[src/sv/agglomerative_box_clustering_macros.svh]
// Assertion macros for the clustering sequencer.
`ifndef AGGLOMERATIVE_BOX_CLUSTERING_MACROS_SVH
`define AGGLOMERATIVE_BOX_CLUSTERING_MACROS_SVH

// same-cycle implication
`define ABC_ASSERT_NOW(lbl, clk, rstn, ante, cons, msg) \
    lbl: assert property (@(posedge clk) disable iff (!rstn) (ante) |-> (cons)) else $error(msg);

// next-cycle implication
`define ABC_ASSERT_NEXT(lbl, clk, rstn, ante, cons, msg) \
    lbl: assert property (@(posedge clk) disable iff (!rstn) (ante) |=> (cons)) else $error(msg);

`endif

[src/sv/abc_pkg.sv]
// Shared constants, types and datapath command/status/record structs.
package abc_pkg;

    localparam int MAX_CLUSTERS = 32;
    localparam int COORD_BITS   = 16;
    localparam int SLOT_BITS    = $clog2(MAX_CLUSTERS);
    localparam int CNT_BITS     = $clog2(MAX_CLUSTERS + 1);
    localparam int ID_BITS      = 6;
    localparam int CFG_BITS     = 6;
    localparam int AREA_BITS    = 2 * COORD_BITS + 2;

    typedef logic [COORD_BITS-1:0]      t_coord;
    typedef logic [2:0][COORD_BITS-1:0] t_vec;
    typedef logic [SLOT_BITS-1:0]       t_slot;
    typedef logic [CNT_BITS-1:0]        t_cnt;
    typedef logic [ID_BITS-1:0]         t_id;
    typedef logic [CFG_BITS-1:0]        t_cfg;
    typedef logic [AREA_BITS-1:0]       t_area;

    localparam logic [1:0] WS_IN  = 2'd0;
    localparam logic [1:0] WS_RA  = 2'd1;
    localparam logic [1:0] WS_MRG = 2'd2;

    typedef struct packed {
        logic       iss_v;
        logic       iss_cmp;
        t_slot      iss_a;
        t_slot      iss_b;
        logic       acc_clr;
        t_slot      acc_def;
        logic       wr_en;
        logic [1:0] wr_sel;
        t_slot      wr_addr;
        t_id        wr_id;
        logic       np_we;
        t_slot      np_wa;
        t_slot      np_wd;
        t_slot      np_ra;
        logic       mrg_cap;
        logic       out_ld_mrg;
        logic       out_ld_root;
        t_id        out_id;
        logic       out_final;
    } t_dp_cmd;

    typedef struct packed {
        logic  pipe_busy;
        logic  out_busy;
        t_slot best_a;
        t_slot best_b;
        t_slot near_rd;
    } t_dp_sts;

    typedef struct packed {
        logic kind;
        t_id  node_id;
        t_id  left_id;
        t_id  right_id;
        t_vec lo;
        t_vec hi;
        logic fin;
    } t_rec;

endpackage

[src/sv/abc_ctrl.sv]
// Sequencer for loading, partner scans, merges, fix-ups and root readout.
`include "agglomerative_box_clustering_macros.svh"

module abc_ctrl (
    input  logic             i_clk,
    input  logic             i_rst_n,
    input  logic             i_cfg_we,
    input  abc_pkg::t_cfg    i_cfg_data,
    input  logic             i_in_valid,
    input  logic             i_in_last,
    output logic             o_in_ready,
    output abc_pkg::t_dp_cmd o_cmd,
    input  abc_pkg::t_dp_sts i_sts
);
    localparam logic [3:0] S_IDLE    = 4'd0;
    localparam logic [3:0] S_PS_ISS  = 4'd1;
    localparam logic [3:0] S_PS_WAIT = 4'd2;
    localparam logic [3:0] S_CHK     = 4'd3;
    localparam logic [3:0] S_GS_ISS  = 4'd4;
    localparam logic [3:0] S_GS_WAIT = 4'd5;
    localparam logic [3:0] S_MG_ISS  = 4'd6;
    localparam logic [3:0] S_MG_W1   = 4'd7;
    localparam logic [3:0] S_MG_CAP  = 4'd8;
    localparam logic [3:0] S_MG_OUT  = 4'd9;
    localparam logic [3:0] S_CP_RD   = 4'd10;
    localparam logic [3:0] S_CP_WR   = 4'd11;
    localparam logic [3:0] S_WT      = 4'd12;
    localparam logic [3:0] S_FX      = 4'd13;
    localparam logic [3:0] S_RT_ISS  = 4'd14;
    localparam logic [3:0] S_RT_OUT  = 4'd15;

    localparam logic [1:0] RET_INIT = 2'd0;
    localparam logic [1:0] RET_T    = 2'd1;
    localparam logic [1:0] RET_FIX  = 2'd2;

    logic [3:0]     r_state, n_state;
    abc_pkg::t_cnt  r_cnt, n_cnt;
    abc_pkg::t_id   r_next, n_next;
    abc_pkg::t_cfg  r_target;
    abc_pkg::t_slot r_i, n_i, r_j, n_j, r_l, n_l, r_r, n_r;
    logic [1:0]     r_ret, n_ret;

    abc_pkg::t_cnt  w_cnt_m1;
    abc_pkg::t_slot w_last;
    abc_pkg::t_cfg  w_tgt;
    abc_pkg::t_slot w_t;

    assign w_cnt_m1 = r_cnt - abc_pkg::CNT_BITS'(1);
    assign w_last   = w_cnt_m1[abc_pkg::SLOT_BITS-1:0];
    assign w_tgt    = (r_target == '0) ? abc_pkg::CFG_BITS'(1) : r_target;
    assign w_t      = (r_l != w_last) ? r_l : r_r;

    always_ff @(posedge i_clk) begin
        if (!i_rst_n) begin
            r_target <= abc_pkg::CFG_BITS'(1);
        end else if (i_cfg_we) begin
            r_target <= i_cfg_data;
        end
    end

    always_ff @(posedge i_clk) begin
        if (!i_rst_n) begin
            r_state <= S_IDLE;
            r_cnt   <= '0;
            r_next  <= '0;
            r_i     <= '0;
            r_j     <= '0;
            r_l     <= '0;
            r_r     <= '0;
            r_ret   <= RET_INIT;
        end else begin
            r_state <= n_state;
            r_cnt   <= n_cnt;
            r_next  <= n_next;
            r_i     <= n_i;
            r_j     <= n_j;
            r_l     <= n_l;
            r_r     <= n_r;
            r_ret   <= n_ret;
        end
    end

    always_comb begin
        n_state    = r_state;
        n_cnt      = r_cnt;
        n_next     = r_next;
        n_i        = r_i;
        n_j        = r_j;
        n_l        = r_l;
        n_r        = r_r;
        n_ret      = r_ret;
        o_in_ready = 1'b0;
        o_cmd      = '0;
        o_cmd.wr_sel = abc_pkg::WS_IN;

        case (r_state)
            S_IDLE: begin
                o_in_ready = 1'b1;
                if (i_in_valid) begin
                    if (int'(r_cnt) < abc_pkg::MAX_CLUSTERS) begin
                        o_cmd.wr_en   = 1'b1;
                        o_cmd.wr_sel  = abc_pkg::WS_IN;
                        o_cmd.wr_addr = r_cnt[abc_pkg::SLOT_BITS-1:0];
                        o_cmd.wr_id   = r_next;
                        n_cnt         = r_cnt + abc_pkg::CNT_BITS'(1);
                        n_next        = r_next + abc_pkg::ID_BITS'(1);
                    end
                    if (i_in_last) begin
                        n_state = S_PS_ISS;
                        n_i     = '0;
                        n_j     = '0;
                        n_ret   = RET_INIT;
                    end
                end
            end
            S_PS_ISS: begin
                o_cmd.acc_clr = (r_j == '0);
                o_cmd.acc_def = r_i;
                o_cmd.iss_v   = (r_j != r_i);
                o_cmd.iss_cmp = 1'b1;
                o_cmd.iss_a   = r_i;
                o_cmd.iss_b   = r_j;
                if (r_j == w_last) begin
                    n_state = S_PS_WAIT;
                end else begin
                    n_j = r_j + abc_pkg::SLOT_BITS'(1);
                end
            end
            S_PS_WAIT: begin
                if (!i_sts.pipe_busy) begin
                    o_cmd.np_we = 1'b1;
                    o_cmd.np_wa = r_i;
                    o_cmd.np_wd = i_sts.best_b;
                    n_j         = '0;
                    case (r_ret)
                        RET_INIT: begin
                            if (r_i == w_last) begin
                                n_state = S_CHK;
                            end else begin
                                n_i     = r_i + abc_pkg::SLOT_BITS'(1);
                                n_state = S_PS_ISS;
                            end
                        end
                        RET_T: begin
                            n_i     = '0;
                            n_state = S_FX;
                        end
                        default: begin
                            if (r_i == w_last) begin
                                n_state = S_CHK;
                            end else begin
                                n_i     = r_i + abc_pkg::SLOT_BITS'(1);
                                n_state = S_FX;
                            end
                        end
                    endcase
                end
            end
            S_CHK: begin
                n_i = '0;
                if (int'(r_cnt) > int'(w_tgt)) begin
                    n_state = S_GS_ISS;
                end else begin
                    n_state = S_RT_ISS;
                end
            end
            S_GS_ISS: begin
                o_cmd.np_ra   = r_i;
                o_cmd.acc_clr = (r_i == '0);
                o_cmd.iss_v   = 1'b1;
                o_cmd.iss_cmp = 1'b1;
                o_cmd.iss_a   = r_i;
                o_cmd.iss_b   = i_sts.near_rd;
                if (r_i == w_last) begin
                    n_state = S_GS_WAIT;
                end else begin
                    n_i = r_i + abc_pkg::SLOT_BITS'(1);
                end
            end
            S_GS_WAIT: begin
                if (!i_sts.pipe_busy) begin
                    n_l     = i_sts.best_a;
                    n_r     = i_sts.best_b;
                    n_state = S_MG_ISS;
                end
            end
            S_MG_ISS: begin
                o_cmd.iss_v = 1'b1;
                o_cmd.iss_a = r_l;
                o_cmd.iss_b = r_r;
                n_state     = S_MG_W1;
            end
            S_MG_W1: begin
                n_state = S_MG_CAP;
            end
            S_MG_CAP: begin
                o_cmd.mrg_cap = 1'b1;
                n_state       = S_MG_OUT;
            end
            S_MG_OUT: begin
                if (!i_sts.out_busy) begin
                    o_cmd.out_ld_mrg = 1'b1;
                    o_cmd.out_id     = r_next;
                    n_state          = (r_l != w_last) ? S_CP_RD : S_WT;
                end
            end
            S_CP_RD: begin
                o_cmd.iss_v = 1'b1;
                o_cmd.iss_a = w_last;
                o_cmd.iss_b = w_last;
                n_state     = S_CP_WR;
            end
            S_CP_WR: begin
                o_cmd.wr_en   = 1'b1;
                o_cmd.wr_sel  = abc_pkg::WS_RA;
                o_cmd.wr_addr = r_r;
                o_cmd.np_ra   = w_last;
                o_cmd.np_we   = 1'b1;
                o_cmd.np_wa   = r_r;
                o_cmd.np_wd   = i_sts.near_rd;
                n_state       = S_WT;
            end
            S_WT: begin
                o_cmd.wr_en   = 1'b1;
                o_cmd.wr_sel  = abc_pkg::WS_MRG;
                o_cmd.wr_addr = w_t;
                o_cmd.wr_id   = r_next;
                n_next        = r_next + abc_pkg::ID_BITS'(1);
                n_cnt         = w_cnt_m1;
                n_i           = w_t;
                n_j           = '0;
                n_ret         = RET_T;
                n_state       = S_PS_ISS;
            end
            S_FX: begin
                o_cmd.np_ra = r_i;
                if (i_sts.near_rd == r_l || i_sts.near_rd == r_r) begin
                    n_j     = '0;
                    n_ret   = RET_FIX;
                    n_state = S_PS_ISS;
                end else begin
                    if (abc_pkg::CNT_BITS'(i_sts.near_rd) == r_cnt) begin
                        o_cmd.np_we = 1'b1;
                        o_cmd.np_wa = r_i;
                        o_cmd.np_wd = r_r;
                    end
                    if (r_i == w_last) begin
                        n_state = S_CHK;
                    end else begin
                        n_i = r_i + abc_pkg::SLOT_BITS'(1);
                    end
                end
            end
            S_RT_ISS: begin
                if (!i_sts.out_busy) begin
                    o_cmd.iss_v = 1'b1;
                    o_cmd.iss_a = r_i;
                    o_cmd.iss_b = r_i;
                    n_state     = S_RT_OUT;
                end
            end
            S_RT_OUT: begin
                o_cmd.out_ld_root = 1'b1;
                o_cmd.out_final   = (r_i == w_last);
                if (r_i == w_last) begin
                    n_cnt   = '0;
                    n_next  = '0;
                    n_state = S_IDLE;
                end else begin
                    n_i     = r_i + abc_pkg::SLOT_BITS'(1);
                    n_state = S_RT_ISS;
                end
            end
            default: begin
                n_state = S_IDLE;
            end
        endcase
    end

    `ABC_ASSERT_NOW(a_cnt_range, i_clk, i_rst_n, 1'b1, int'(r_cnt) <= abc_pkg::MAX_CLUSTERS, "live count beyond slot store")
    `ABC_ASSERT_NOW(a_iss_in_range, i_clk, i_rst_n, o_cmd.iss_v && r_state != S_IDLE, r_cnt != '0 && int'(o_cmd.iss_a) < int'(r_cnt) && int'(o_cmd.iss_b) < int'(r_cnt), "slot read outside live clusters")
    `ABC_ASSERT_NOW(a_np_in_range, i_clk, i_rst_n, o_cmd.np_we, int'(o_cmd.np_wd) < int'(r_cnt), "partner points outside live clusters")
    `ABC_ASSERT_NOW(a_no_overwrite, i_clk, i_rst_n, o_cmd.out_ld_mrg || o_cmd.out_ld_root, !i_sts.out_busy, "record loaded over pending beat")
    `ABC_ASSERT_NEXT(a_done_clears, i_clk, i_rst_n, r_state == S_RT_OUT && r_i == w_last, r_cnt == '0 && r_state == S_IDLE, "set not cleared after final root")

endmodule

[config.mk]
export PLATFORM = sky130hd
export DESIGN_NAME = abc_ctrl
export DESIGN_NICKNAME = d
export VERILOG_FILES = /design/src/sv/abc_pkg.sv /design/src/sv/abc_ctrl.sv
export VERILOG_INCLUDE_DIRS = /design/src /design/src/sv
export SDC_FILE = /design/constraint.sdc
export NUM_CORES = 1
export LEC_CHECK = 0
export BUFFER_PORTS_ARGS = -buffer_cell sky130_fd_sc_hd__buf_2
export CAP_MARGIN = 5
export CORE_AREA = 3 3 114 116
export CTS_BUF_LIST = sky130_fd_sc_hd__clkbuf_16
export DETAILED_ROUTE_END_ITERATION = 16
export DIE_AREA = 0 0 117 119
export SLEW_MARGIN = 20
export SYNTH_ARGS = -nofsm -noshare
export SYNTH_HDL_FRONTEND = slang
export SYNTH_SLANG_ARGS = --single-unit
[constraint.sdc]
create_clock -name i_clk -period 3.51 [get_ports i_clk]
set_input_delay 0.1755 -clock i_clk [delete_from_list [all_inputs] [get_ports i_clk]]
set_output_delay 0.1755 -clock i_clk [all_outputs]
set_load 0.01 [all_outputs]
**After elaboration in Yosys (flattened, before gate mapping)**

Cells that the tools add are included.

- Register bits: 44
- Latch bits: 0
- Bits in read-only memories: 0
- Memory bits (writable): 0
- Logic and storage cells: 138
- Output and inout port bits: 59
- Input bits: 28
- Memories: 0

- Shift-type cells: 0
- Multipliers: 0
- Div/mod/pow operators: 0
- Add/sub/neg operators: 5
- Eq/ne operators: 37
- Muxes and demuxes: 64
- Bitwise logic cells: 1
- $lt $le $gt $ge: 2
- Reduce and logical (&&, ||, !) cells: 20

Operators by type and width:

| kind | number |
|---|---|
| 4-bit one-hot mux with 16 select lines | 1 |
| 5-bit two-way mux | 11 |
| 4-bit two-way mux | 13 |
| 10-bit one-hot mux with 5 select lines | 1 |
| 6-bit two-way mux | 8 |
| 6-bit one-hot mux with 3 select lines | 2 |
| 11-bit two-way mux | 3 |
| 11-bit one-hot mux with 3 select lines | 1 |
| 4-bit == test (second input constant) | 8 |
| 5-bit one-hot mux with 6 select lines | 1 |
| 14-bit two-way mux | 2 |
| 2-bit != test (second input constant) | 13 |
| 5-bit one-hot mux with 5 select lines | 1 |
| 8-bit one-hot mux with 3 select lines | 1 |
| 5-bit == test | 4 |
| 4-bit by 3-bit == test with 1-bit output (second input constant) | 4 |
| 6-bit by 1-bit adder with 6-bit output (second input constant) | 2 |
| 6-bit one-hot mux with 2 select lines | 1 |
| 5-bit by 1-bit adder with 5-bit output (second input constant) | 2 |
| 5-bit zero test | 2 |
| 10-bit two-way mux | 1 |
| 5-bit != test | 2 |
| 5-bit one-hot mux with 2 select lines | 1 |
| 9-bit AND reduction | 1 |
| other kinds (29) | 43 |

**Longest topological paths before layout**

- Depth in word-level cells: 6
- Depth in mapped cells: 11
- Gate-level depth less buffers: 8

**Worst setup path before layout**

Ideal clock, no wire load.

- Path type: flip-flop to flip-flop
- From: register r_cnt[0]
- To: register r_i[4]
- Path buffers: 2
- Library setup time: 92 ps
- Arrival time: 2609 ps
- Slack: 809 ps
- Period minus slack after synthesis: 2701 ps
- Stages on the path, launching flop included: 11
- Path through: dfxtp_1 buf_2 inv_1 ha_1 buf_2 nor3b_2 and3_1 o2111a_2 or4_1 and3_1 o32ai_1

- Cells in the longest elaborated chain, start to end: 6

RTL lines:

| element | line | text |
|---|---|---|
| from (decl) | abc_ctrl.sv:37 | `abc_pkg::t_cnt r_cnt, n_cnt;` |
| from (signal assigned) | abc_ctrl.sv:73 | `r_cnt <= n_cnt;` |
| 6-bit by 1-bit subtractor with 6-bit output * | abc_ctrl.sv:48 | `assign w_cnt_m1 = r_cnt - abc_pkg::CNT_BITS'(1);` |
| 5-bit == test | n/a |  |
| 5-bit two-way mux (3 in a row) | n/a |  |
| 5-bit one-hot mux with 6 select lines * | abc_ctrl.sv:96 | `case (r_state)` |
| to (signal assigned) | abc_ctrl.sv:75 | `r_i <= n_i;` |
| to (decl) | abc_ctrl.sv:40 | `abc_pkg::t_slot r_i, n_i, r_j, n_j, r_l, n_l, r_r, n_r;` |

Mark *: on every way between the ends. The rest lies on a longest branch, timed or not. The select of a mux whose other input is x is not followed.
A chain may end at the register's enable or synchronous reset.

==> results.yml <==
layout:
  drive_above_1_share: 0.204
  final_core_util: 0.407
  area_growth_pct: 17.0
  diodes: 0
  layout.nets: 668
clock_network:
  cts_sinks: 44
  htreeDepth: 2
  cts_root_buffer: "clkbuf_16"
  post_cts_buffers: 0
  cts_resized: 0
  clk-insertion-delay-late_ps: 300
  cts_buffers: 5
  cts_tree: "built"
  clockBufferDepth: 2
  cts_hold_buf: 0
  path_clk_slew_ps: 70
timing:
  fin_worst_skew_ps: 6.36
  timing.final.crit_share: 0.914
  rsz0062_at_grt: "false"
  setup_tns_ps: 0
  relSlewSlack: 0.295
  finalSetupViolations: 0
  hold_ws_ps: 105
  hold_viol: 0
  max_freq_mhz: 312
  slew_violations: 0
  layout_min_cycle_time_ps: 3210
  tightest_slew_ps: 1050
routing:
  wl_per_cell_um: 19.8
  wl_mm: 15.3
  drt-pass1-iter-count: 6
  ant_nets: 0
  vias: 4588
  initialDrtViolationCount: 612
  drc: 0
  vias_per_cell: 5.92
outcome:
  outcome: "complete, no violations"
power:
  ir_drop_mv: 0.175
  powerDensity_nw_per_um2: 333
  leakagePower_nw: 2.16
hold_path:
  hold_end: "r_target[0]"
  whs_path_depth: 3
  min_from: "i_cfg_data[0]"
  hold_path_class: "input port to register"
floorplanning:
  die_area_um2: 13900
  num_rows: 40
  fp.dieH_um: 119
  num_io_pins: 87
  start_util: 0.348
  fp.dieW_um: 117
  fp.coreArea_um2: 12000
critical_path:
  worstPathMaxFanout: 9
  reg2reg_depth: 8
  crit_type: "register to output port"
  r2r_setup_slack_ps: 560
  rr_startpoint: "r_cnt[0]"
  worst_r2r_endpoint: "r_next[3]"
  worstPathArrival_ps: 3030
  crit_path_end_kind: "output port"
  critPathLaunchType: "register"
  cp.required_ps: 3330
yosys:
  synth_top_flop_cell: "dfxtp_1"
  synth_edf_count: 0
  synth_area_leaders: "dfxtp_1, xnor2_1, mux2i_1"
  yosys.area.top_type: "dfxtp_1"
  ys_types: 67
  syn-num-nets: 609
  syn-cell-area_um2: 4180
  yosys_warnings: 0
  synth_area_per_cell_um2: 7.36
  ys_ff_latch: 44
  yosysTopAreaCellShare: 0.211
  syn_inst: 568
  async_flop_share: 0
  seq_area_frac_synth: 0.211
global_route:
  grt_pass1_vias: 4295
  overflow: 0
  antenna_found_initial: 0
  grt_start_max_net_pins: 31
  grtUsageTotal: 0.221
  grt_pass1_wl_mm: 24.1
place:
  port_buffers: 86
  dp_hpwl_mm: 11.6
  globalplace.congestion: 0.921
run:
  cap_violations: 0
-- worst max-delay path by stage --
stage,start,end,slack (ps),cells after the start
floorplan,r_cnt[0],r_i[4],810,10
global placement,r_cnt[0],o_cmd[32],780,9
detailed placement,r_cnt[0],r_next[3],600,8
CTS,r_cnt[0],o_cmd[32],320,9
global route,r_cnt[0],o_cmd[33],90,9
finish,r_cnt[0],o_cmd[32],300,9
-- stage by stage --
| step | power, W | instances | instance area (um^2) | setup WS [ps] |
|---|---|---|---|---|
| after floorplan | 0.000910 | 568 | 4180 | 809 |
| after global placement | 0.00106 | 767 | 4720 | 783 |
| after detailed placement | 0.00107 | 767 | 4720 | 596 |
| after CTS | 0.00164 | 775 | 4890 | 322 |
| after global routing | 0.00172 | 775 | 4890 | 93.9 |
| final | 0.00163 | 775 | 4890 | 301 |
-- critical path: stages (launching register included) --
cell     delay, ps
dfxtp_1        310
inv_1          150
ha_1           400
nor3b_2        490
xnor2_1        220
and3_1         440
mux2i_1        230
nor2_1          80
a221o_1        280
buf_2          150
-- state kept, by name, indices dropped and copies added, names as in the netlist --
signal    count
r_cnt         6
r_i           5
r_next        6
r_l           5
r_state       4
r_j           5
r_ret         2
r_r           5
r_target      6
-- cells in the mapped netlist, types with 3 or more instances --
cell type and n:
o21ai_0 29, or2_2 4, inv_1 33, nor3_1 16, nor4_1 5, and2_1 8, a31oi_1 5, nand2_1 48
and3_1 13, nor2b_1 8, a222oi_1 13, xnor3_1 3, nor2_1 51, mux2i_1 20, ha_1 13, o211ai_1 9
clkbuf_1 35, xnor2_1 27, nand4_1 9, a22o_1 6, o31ai_1 3, a211oi_1 5, a221o_1 7, nand3_1 19
buf_2 12, a21oi_1 33, nand2b_1 8, dfxtp_1 44, buf_1 4, a21o_1 6, o22ai_1 7, xor2_1 11
or3_1 5, a22oi_1 6
-- power by group --
| group | switching [W] | internal [W] | total (W) |
|---|---|---|---|
| clock network | 0.000226 | 0.000339 | 0.000565 |
| logic | 0.000317 | 0.000193 | 0.000511 |
| registers | 0.0000344 | 0.000518 | 0.000553 |
| total | 0.000578 | 0.00105 | 0.00163 |
-- layer usage --
| metal | vias to the layer above | GRT usage | part of all wire |
|---|---|---|---|
| li1 | 2183 | - | - |
| met1 | 2107 | 0.315 | 0.44 |
| met2 | 259 | 0.326 | 0.43 |
| met3 | 39 | 0.0457 | 0.096 |
| met4 | 0 | 0.0839 | 0.033 |
| met5 | - | 0 | 0 |
-- layout by cell type, fill, tap and decap left out, types with 7 or more instances in the layout --
cell type / count
xnor2_1: 27
o21ai_0: 29
a222oi_1: 13
nand2_1: 48
ha_1: 13
nor2b_1: 8
and3_1: 13
nor3_1: 15
nand3_1: 19
dfxtp_1: 44
nor2_1: 51
xor2_1: 11
o211ai_1: 9
o22ai_1: 7
nand4_1: 9
a221o_1: 7
buf_2: 86
nand2b_1: 8
buf_4: 18
a21oi_1: 33
mux2i_1: 20
inv_1: 32
and2_1: 8
-- layout make-up --
type                            instances  area (um^2)
Fill cell                            1262         7120
Sequential cell                        44          881
Clock inverter                          3         47.5
Inverter                               33          124
Timing Repair Buffer                  104          566
Clock buffer                            5          125
Multi-Input combinational cell        439         2970
Tap cell                              147          184
-- cell families after synthesis --
group / Yosys count / share of synthesized area
multiplexers: 21 / 0.0506
XOR/XNOR: 43 / 0.107
adder cells (fa/ha/maj): 13 / 0.0389
flip-flops: 44 / 0.211
AND/OR/NAND/NOR: 210 / 0.258
buffers and inverters: 85 / 0.0817
AO/OA/AOI/OAI: 152 / 0.253
(Power assumes the default switching activity.)
